[src/rtl/core/grz4_pkg.sv]
`timescale 1ns / 1ps
// ----------------------------------------------------------------------------
// grz4_pkg: shared types, constants and helpers for the GR(4, n) ALU
// Element layout, operation codes, register indexes and Z4 plane arithmetic.
// ----------------------------------------------------------------------------
package grz4_pkg;

   localparam int MAX_DEGREE  = 32;
   localparam int DEG_W       = 6;
   localparam int COEF_W      = 32;            // coefficients per element plane
   localparam int QUOT_W      = COEF_W + 1;    // Barrett quotient reaches degree n
   localparam int PROD_W      = COEF_W + QUOT_W - 1;
   localparam int CSR_INDEX_W = 2;
   localparam int CSR_DATA_W  = QUOT_W;
   localparam int OP_W        = 2;
   localparam int NUM_STAGES  = 10;

   // Operation codes carried in tuser; the fourth code yields zero.
   localparam logic [OP_W-1:0] OP_MUL = 2'd0;
   localparam logic [OP_W-1:0] OP_ADD = 2'd1;
   localparam logic [OP_W-1:0] OP_NEG = 2'd2;

   // Register indexes on the csr port
   localparam logic [CSR_INDEX_W-1:0] CSR_DEGREE        = 2'd0;
   localparam logic [CSR_INDEX_W-1:0] CSR_MODULUS_TAIL  = 2'd1;
   localparam logic [CSR_INDEX_W-1:0] CSR_QUOTIENT_LOW  = 2'd2;
   localparam logic [CSR_INDEX_W-1:0] CSR_QUOTIENT_HIGH = 2'd3;

   // Polynomial over Z4 as two bit planes; coefficient i = lo[i] + 2*hi[i]
   typedef struct packed {
      logic [PROD_W-1:0] hi;
      logic [PROD_W-1:0] lo;
   } z4_poly_type;

   // Data that rides beside the multiplier chain
   typedef struct packed {
      logic [OP_W-1:0]   op;
      logic [COEF_W-1:0] hi;
      logic [COEF_W-1:0] lo;
   } side_type;

   // Coefficient-wise add in Z4
   function automatic z4_poly_type z4_add(input z4_poly_type x, input z4_poly_type y);
      z4_poly_type r;
      r.lo = x.lo ^ y.lo;
      r.hi = x.hi ^ y.hi ^ (x.lo & y.lo);
      return r;
   endfunction

   // Coefficient-wise negate in Z4
   function automatic z4_poly_type z4_neg(input z4_poly_type x);
      z4_poly_type r;
      r.lo = x.lo;
      r.hi = x.hi ^ x.lo;
      return r;
   endfunction

   // Clamp the degree register to 1..MAX_DEGREE
   function automatic logic [DEG_W-1:0] eff_degree(input logic [DEG_W-1:0] d);
      logic [DEG_W-1:0] n;
      n = d;
      if (d == '0) begin
         n = DEG_W'(1);
      end else if (d > DEG_W'(MAX_DEGREE)) begin
         n = DEG_W'(MAX_DEGREE);
      end
      return n;
   endfunction

   // Mask of the n low coefficients
   function automatic logic [COEF_W-1:0] coef_mask(input logic [DEG_W-1:0] n);
      logic [COEF_W:0] wide;
      wide = ~({(COEF_W + 1){1'b1}} << n);
      return wide[COEF_W-1:0];
   endfunction

endpackage

[src/rtl/core/grz4_poly_mul.sv]
`timescale 1ns / 1ps
// ----------------------------------------------------------------------------
// grz4_poly_mul: two-stage Z4 polynomial multiplier
// Forms the shifted partial products of x by each coefficient of y, sums them
// in groups in the first stage and folds the group sums in the second.
// ----------------------------------------------------------------------------
module grz4_poly_mul (
   input  logic                        clock,
   input  logic [1:0]                  stage_en,   // load enables: group sums, product
   input  logic [grz4_pkg::COEF_W-1:0] x_lo,
   input  logic [grz4_pkg::COEF_W-1:0] x_hi,
   input  logic [grz4_pkg::QUOT_W-1:0] y_lo,
   input  logic [grz4_pkg::QUOT_W-1:0] y_hi,
   output grz4_pkg::z4_poly_type       product
);

   localparam int GROUP_SIZE = 8;
   localparam int NUM_GROUPS = (grz4_pkg::QUOT_W + GROUP_SIZE - 1) / GROUP_SIZE;
   localparam int NUM_SLOTS  = NUM_GROUPS * GROUP_SIZE;

   logic [grz4_pkg::PROD_W-1:0] x_lo_ext;
   logic [grz4_pkg::PROD_W-1:0] x_hi_ext;
   logic [NUM_SLOTS-1:0]        y_lo_ext;
   logic [NUM_SLOTS-1:0]        y_hi_ext;

   grz4_pkg::z4_poly_type term [NUM_SLOTS];
   grz4_pkg::z4_poly_type group_sum_in [NUM_GROUPS];
   grz4_pkg::z4_poly_type group_sum_ff [NUM_GROUPS];
   grz4_pkg::z4_poly_type product_in;
   grz4_pkg::z4_poly_type product_ff;

   assign x_lo_ext = grz4_pkg::PROD_W'(x_lo);
   assign x_hi_ext = grz4_pkg::PROD_W'(x_hi);
   assign y_lo_ext = NUM_SLOTS'(y_lo);
   assign y_hi_ext = NUM_SLOTS'(y_hi);

   // Partial product for coefficient i of y: (y0 + 2*y1) * x, shifted by i
   always_comb begin
      for (int i = 0; i < NUM_SLOTS; i++) begin
         term[i].lo = y_lo_ext[i] ? (x_lo_ext << i) : '0;
         term[i].hi = (y_lo_ext[i] ? (x_hi_ext << i) : '0)
                    ^ (y_hi_ext[i] ? (x_lo_ext << i) : '0);
      end
   end

   always_comb begin
      for (int g = 0; g < NUM_GROUPS; g++) begin
         group_sum_in[g] = '0;
         for (int j = 0; j < GROUP_SIZE; j++) begin
            group_sum_in[g] = grz4_pkg::z4_add(group_sum_in[g], term[g * GROUP_SIZE + j]);
         end
      end
   end

   always_ff @(posedge clock) begin
      if (stage_en[0]) begin
         for (int g = 0; g < NUM_GROUPS; g++) begin
            group_sum_ff[g] <= group_sum_in[g];
         end
      end
   end

   always_comb begin
      product_in = '0;
      for (int g = 0; g < NUM_GROUPS; g++) begin
         product_in = grz4_pkg::z4_add(product_in, group_sum_ff[g]);
      end
   end

   always_ff @(posedge clock) begin
      if (stage_en[1]) begin
         product_ff <= product_in;
      end
   end

   assign product = product_ff;

endmodule

[config.mk]
export PLATFORM = sky130hd
export DESIGN_NAME = grz4_poly_mul
export DESIGN_NICKNAME = d
export VERILOG_FILES = /design/src/rtl/core/grz4_pkg.sv /design/src/rtl/core/grz4_poly_mul.sv
export SDC_FILE = /design/constraint.sdc
export NUM_CORES = 2
export LEC_CHECK = 0
export ABC_AREA = 1
export BUFFER_PORTS_ARGS = -buffer_cell sky130_fd_sc_hd__buf_2
export CORE_ASPECT_RATIO = 2
export CORE_MARGIN = 2
export CORE_UTILIZATION = 35
export CTS_CLUSTER_DIAMETER = 50
export DETAILED_ROUTE_END_ITERATION = 8
export PLACE_DENSITY = 0.49
export SYNTH_ARGS = -nofsm -noshare
export SYNTH_HDL_FRONTEND = slang
export SYNTH_SLANG_ARGS = --single-unit
[constraint.sdc]
create_clock -name clock -period 4.5 [get_ports clock]
set_clock_uncertainty 0.05 [all_clocks]
set_input_delay 0.675 -clock clock [delete_from_list [all_inputs] [get_ports clock]]
set_output_delay 0.675 -clock clock [all_outputs]
set_load 0.05 [all_outputs]
After elaboration in Yosys (flattened, before gate mapping)
Memory sizes are Yosys's and may differ from the RTL's.
Cells that the tools add are included.
{ "word_totals": {"regBits": 128, "mem_bits_rw": 640, "input_bits": 133, "output_inout_bits": 128, "elab_cells": 265, "memories": 1} }
{ "op_classes": {"muxes": 101, "n_bitwise": 161} }
{ "memory_table": {"columns": ["memory", "depth", "width", "rd", "rd_clocked_by_memory_dff", "write_ports", "line", "text"], "rows": [
  ["group_sum_ff", 5, 128, 5, 0, 5, "grz4_poly_mul.sv:28", "grz4_pkg::z4_poly_type group_sum_ff [NUM_GROUPS];"]
]} }
{ "op_table": {"columns": ["operator", "n"], "rows": [
  ["bitwise XOR 64 bit", 38],
  ["bitwise AND 64 bit", 7],
  ["two-way mux 64 bit", 3],
  ["two-way mux 63 bit", 3],
  ["two-way mux 62 bit", 3],
  ["two-way mux 61 bit", 3],
  ["two-way mux 60 bit", 3],
  ["two-way mux 59 bit", 3],
  ["two-way mux 58 bit", 3],
  ["two-way mux 57 bit", 3],
  ["two-way mux 56 bit", 3],
  ["two-way mux 55 bit", 3],
  ["two-way mux 54 bit", 3],
  ["two-way mux 53 bit", 3],
  ["two-way mux 52 bit", 3],
  ["two-way mux 51 bit", 3],
  ["two-way mux 50 bit", 3],
  ["two-way mux 49 bit", 3],
  ["two-way mux 48 bit", 3],
  ["two-way mux 47 bit", 3],
  ["two-way mux 46 bit", 3],
  ["two-way mux 45 bit", 3],
  ["two-way mux 44 bit", 3],
  ["two-way mux 43 bit", 3],
  ["94 further kinds", 151]
]} }

Depth between registers and ports, before layout
{ "logic_depth": {"depth_word": 16, "mapped_depth": 25} }

Worst setup path after synthesis
Ideal clock, no wire load.
{ "synth_timing": {"kind": "input-to-reg", "startpoint": "in y_lo[16] (netlist bit)", "endpoint": "mem group_sum_ff[0][351] (netlist bit) (data pin)", "arrival_time_ns": 4.141, "t_required_ns": 4.198, "setup_slack_ns": 0.057, "stages": 23, "path_buffers": 4, "cell_sequence": "buf_2 > buf_2 > buf_2 > buf_1 > nand2_1 > inv_1 > ha_1 > ha_1 > ha_1 > ha_1 > ha_1 > ha_1 > ha_1 > xnor2_1 > or2_2 > nand2_1 > nand3_1 > nand2_1 > nand2_1 > nand2_1 > inv_1 > nand2_1 > nand2_1"} }
{ "synth_rtl": {"columns": ["item", "line", "text"], "rows": [
  ["start, declared", "grz4_poly_mul.sv:12", "input logic [grz4_pkg::QUOT_W-1:0] y_lo,"],
  ["end, declared", "grz4_poly_mul.sv:28", null]
]} }

==> run_results.csv <==
group,metric,value,unit
outcome,status,"completed",
run,drv_cap,0,
floorplanning,die_w,357,um
worst_setup_path,path_class,"input pin to register",
floorplanning,num_rows,259,
synth,synth_area,87100,sq um
floorplanning,core,248000,sq um
min_path,hold_path_class,"input pin to register",
detailed_routing,drtPass1Iterations,6,
worst_setup_path,cp-start-kind,"input pin",
finish,stdcell_count,17400,
placed_design,place_congestion,0.909,
detailed_routing,routed_wl,370,mm
pwr,sw_frac_of_total,0.467,
floorplanning,start_util,0.351,
finish,register_area,15100,sq um
global_route,grt_antenna_before_repair,26,
synth,ys_ff_latch,504,
floorplanning,die-height,710,um
detailed_routing,vias_per_cell,4.86,
global_route,grt_overflow_total,0,
worst_setup_path,crit_fanout,28,
finish,fin_area,97200,sq um
worst_setup_path,r2r_slack,1.34,ns
placed_design,dp.cells,17200,
worst_setup_path,reg2reg_from,"group_sum_ff[0][28]",
synth,synth_cell_types,24,
synth,avgSynthCellArea,6.25,sq um
cts,cts.root.buffer_cell,"clkbuf_16",
pwr,combPwrFrac,0.537,
cts,cts_resized,0,
worst_setup_path,required,4.96,ns
worst_setup_path,r2r_end,"product[92]",
timing,hold_viol,0,
timing,grt_setup_unrepaired,"false",
cts,clk_latency,0.77,ns
finish,drive_gt1_frac,0.0695,
global_route,grt_max_degree,76,
placed_design,port_buffers,260,
finish,fillerInstances,27100,
cts,cts_tree,"done",
timing,fin_crit,3.53,ns
cts,hold_buffers,0,
pwr,pwr-share-clk,0.231,
detailed_routing,wl_per_cell,21.2,um
pwr,power_leakage,56.9,nW
cts,htree_levels,3,
timing,finalSetupTns,0,ns
synth,yosysSeqAreaShare,0.174,
floorplanning,dieArea,253000,sq um
cts,cts_buffers,93,
timing,slew_viol_final,0,
timing,max_slew_margin,0.130,
pwr,peakVddDrop,0.000336,V
global_route,grt_first_pass_wirelength,531,mm
global_route,track_usage,0.288,
global_route,first_global_vias,81700,
worst_setup_path,cp.arrival,3.99,ns
timing,worst_pin_slew,1.30,ns
pwr,powerDensity,352,nW/um^2
min_path,whs_endpoint,"group_sum_ff[0][556]",
timing,hold_slack,0.349,ns
min_path,hold_depth,3,
synth,syn-num-nets,15100,
timing,finalWorstSetupSlack,0.968,ns
finish,final_nets,15200,
timing,period_share,0.785,
detailed_routing,final_antenna_net_count,0,
pwr,sequentialPowerShare,0.231,
timing,setup_viol,0,
pwr,fin_total_pwr,34.2,mW
detailed_routing,vias,84600,
cts,postCtsSetupBuffers,0,
synth,synthCells,13900,
min_path,hp-start,"x_lo[12]",
placed_design,hpwl,273,mm
finish,area_growth_syn_to_layout,11.6,%
pwr,internal-power,18.2,mW
cts,cts_buffer_depth,3,
timing,max_freq,283,MHz
pwr,p_switching,16.0,mW
placed_design,dp_slack,0.198,ns
detailed_routing,drc,0,
detailed_routing,drt-initial-drc-count,5161,
worst_setup_path,endpoint_kind,"register",
synth,yosysWarnings,0,
finish,multiInputGateArea,59300,sq um
worst_setup_path,r2r_cells,6,
cts,clock_sinks,504,
cts,path_clk_slew,0.06,ns
floorplanning,boundaryPins,261,
placed_design,postPlaceCellArea,93800,sq um
finish,post-route-util,0.392,
final cells by class:
class                           count  share of cell area
Multi-Input combinational cell  10400               0.610
Timing Repair Buffer              769              0.0670
Tap cell                         3262              0.0420
Clock buffer                       99              0.0246
Clock inverter                     77              0.0105
Sequential cell                   504               0.156
Antenna cell                       14            0.000360
Inverter                         2317              0.0895
metal layers:
layer / vias up / track usage / part of all wire
met1: 39300 / 0.285 / 0.35
met5: - / 0 / 0.00027
met3: 1149 / 0.0341 / 0.045
li1: 41800 / - / -
met2: 2397 / 0.524 / 0.50
met4: 14 / 0.255 / 0.11
flip-flops by register name, indices dropped and copies added (netlist names):
signal        count
group_sum_ff    376
product         128
worst max-delay path by stage:
stage / slack, ns / start / endpoint
global route: 0.73 / y_lo[1] / group_sum_ff[0][77]
finish: 0.97 / y_lo[1] / group_sum_ff[0][77]
CTS: 1.02 / y_lo[1] / group_sum_ff[0][77]
global placement: 0.24 / y_lo[24] / group_sum_ff[0][491]
detailed placement: 0.20 / y_lo[1] / group_sum_ff[0][77]
floorplan: 0.06 / y_lo[16] / group_sum_ff[0][351]
cell usage after synthesis, drive strengths merged:
| cell | n | area (sq um) |
|---|---|---|
| o21ai | 2 | 10.0 |
| nor2 | 32 | 120 |
| nand2 | 6487 | 24400 |
| xnor2 | 1142 | 10100 |
| nand2b | 2 | 12.5 |
| nand4 | 82 | 513 |
| buf | 680 | 3670 |
| inv | 2317 | 8700 |
| edfxtp | 504 | 15100 |
| ha | 992 | 12400 |
| or2 | 38 | 238 |
| nand3b | 296 | 2220 |
| nand3 | 512 | 2560 |
| xor2 | 778 | 6810 |
| and2 | 1 | 6.26 |
| clkbuf | 72 | 270 |
cell usage in the layout, fill, tap and decap left out, drive strengths merged:
cell type,count
and2,1
ha,992
or2,38
nand4,82
bufinv,10
nand3,512
nand2,6487
clkinv,35
buf,768
clkbuf,100
diode,14
edfxtp,504
xor2,778
clkinvlp,3
xnor2,1142
nand3b,296
o21ai,2
nor2,32
inv,2346
nand2b,2
worst max-delay path, cell delays in order:
cell     delay, ns
buf_2         0.15
buf_12        0.22
nand2_1       0.19
inv_1         0.13
ha_1          0.24
ha_1          0.27
ha_1          0.27
ha_1          0.27
ha_1          0.28
ha_1          0.29
ha_1          0.20
xnor2_1       0.16
xor2_1        0.20
inv_1         0.05
nand2_1       0.08
nand2_1       0.05
nand2_1       0.08
nand2_1       0.06
nand2_1       0.05
nand2_1       0.04
kinds of logic after synthesis:
family	count (synthesis)	synth area share
xor+xnor	1920	0.194
compound gates	2	0.000115
flops	504	0.174
fa+ha+maj	992	0.142
simple gates	7450	0.345
buf+inv	3069	0.145
power by group through the flow:
stage | combinational, mW | sequential [mW] | clock [mW]
floorplan | 10.7 | 9.21 | 0
global placement | 18.4 | 8.02 | 0
detailed placement | 18.4 | 8.01 | 0
CTS | 18.5 | 7.95 | 8.15
global route | 20.2 | 8.02 | 8.27
finish | 18.4 | 7.91 | 7.91
Note: power is estimated with default switching activity, not from simulation.
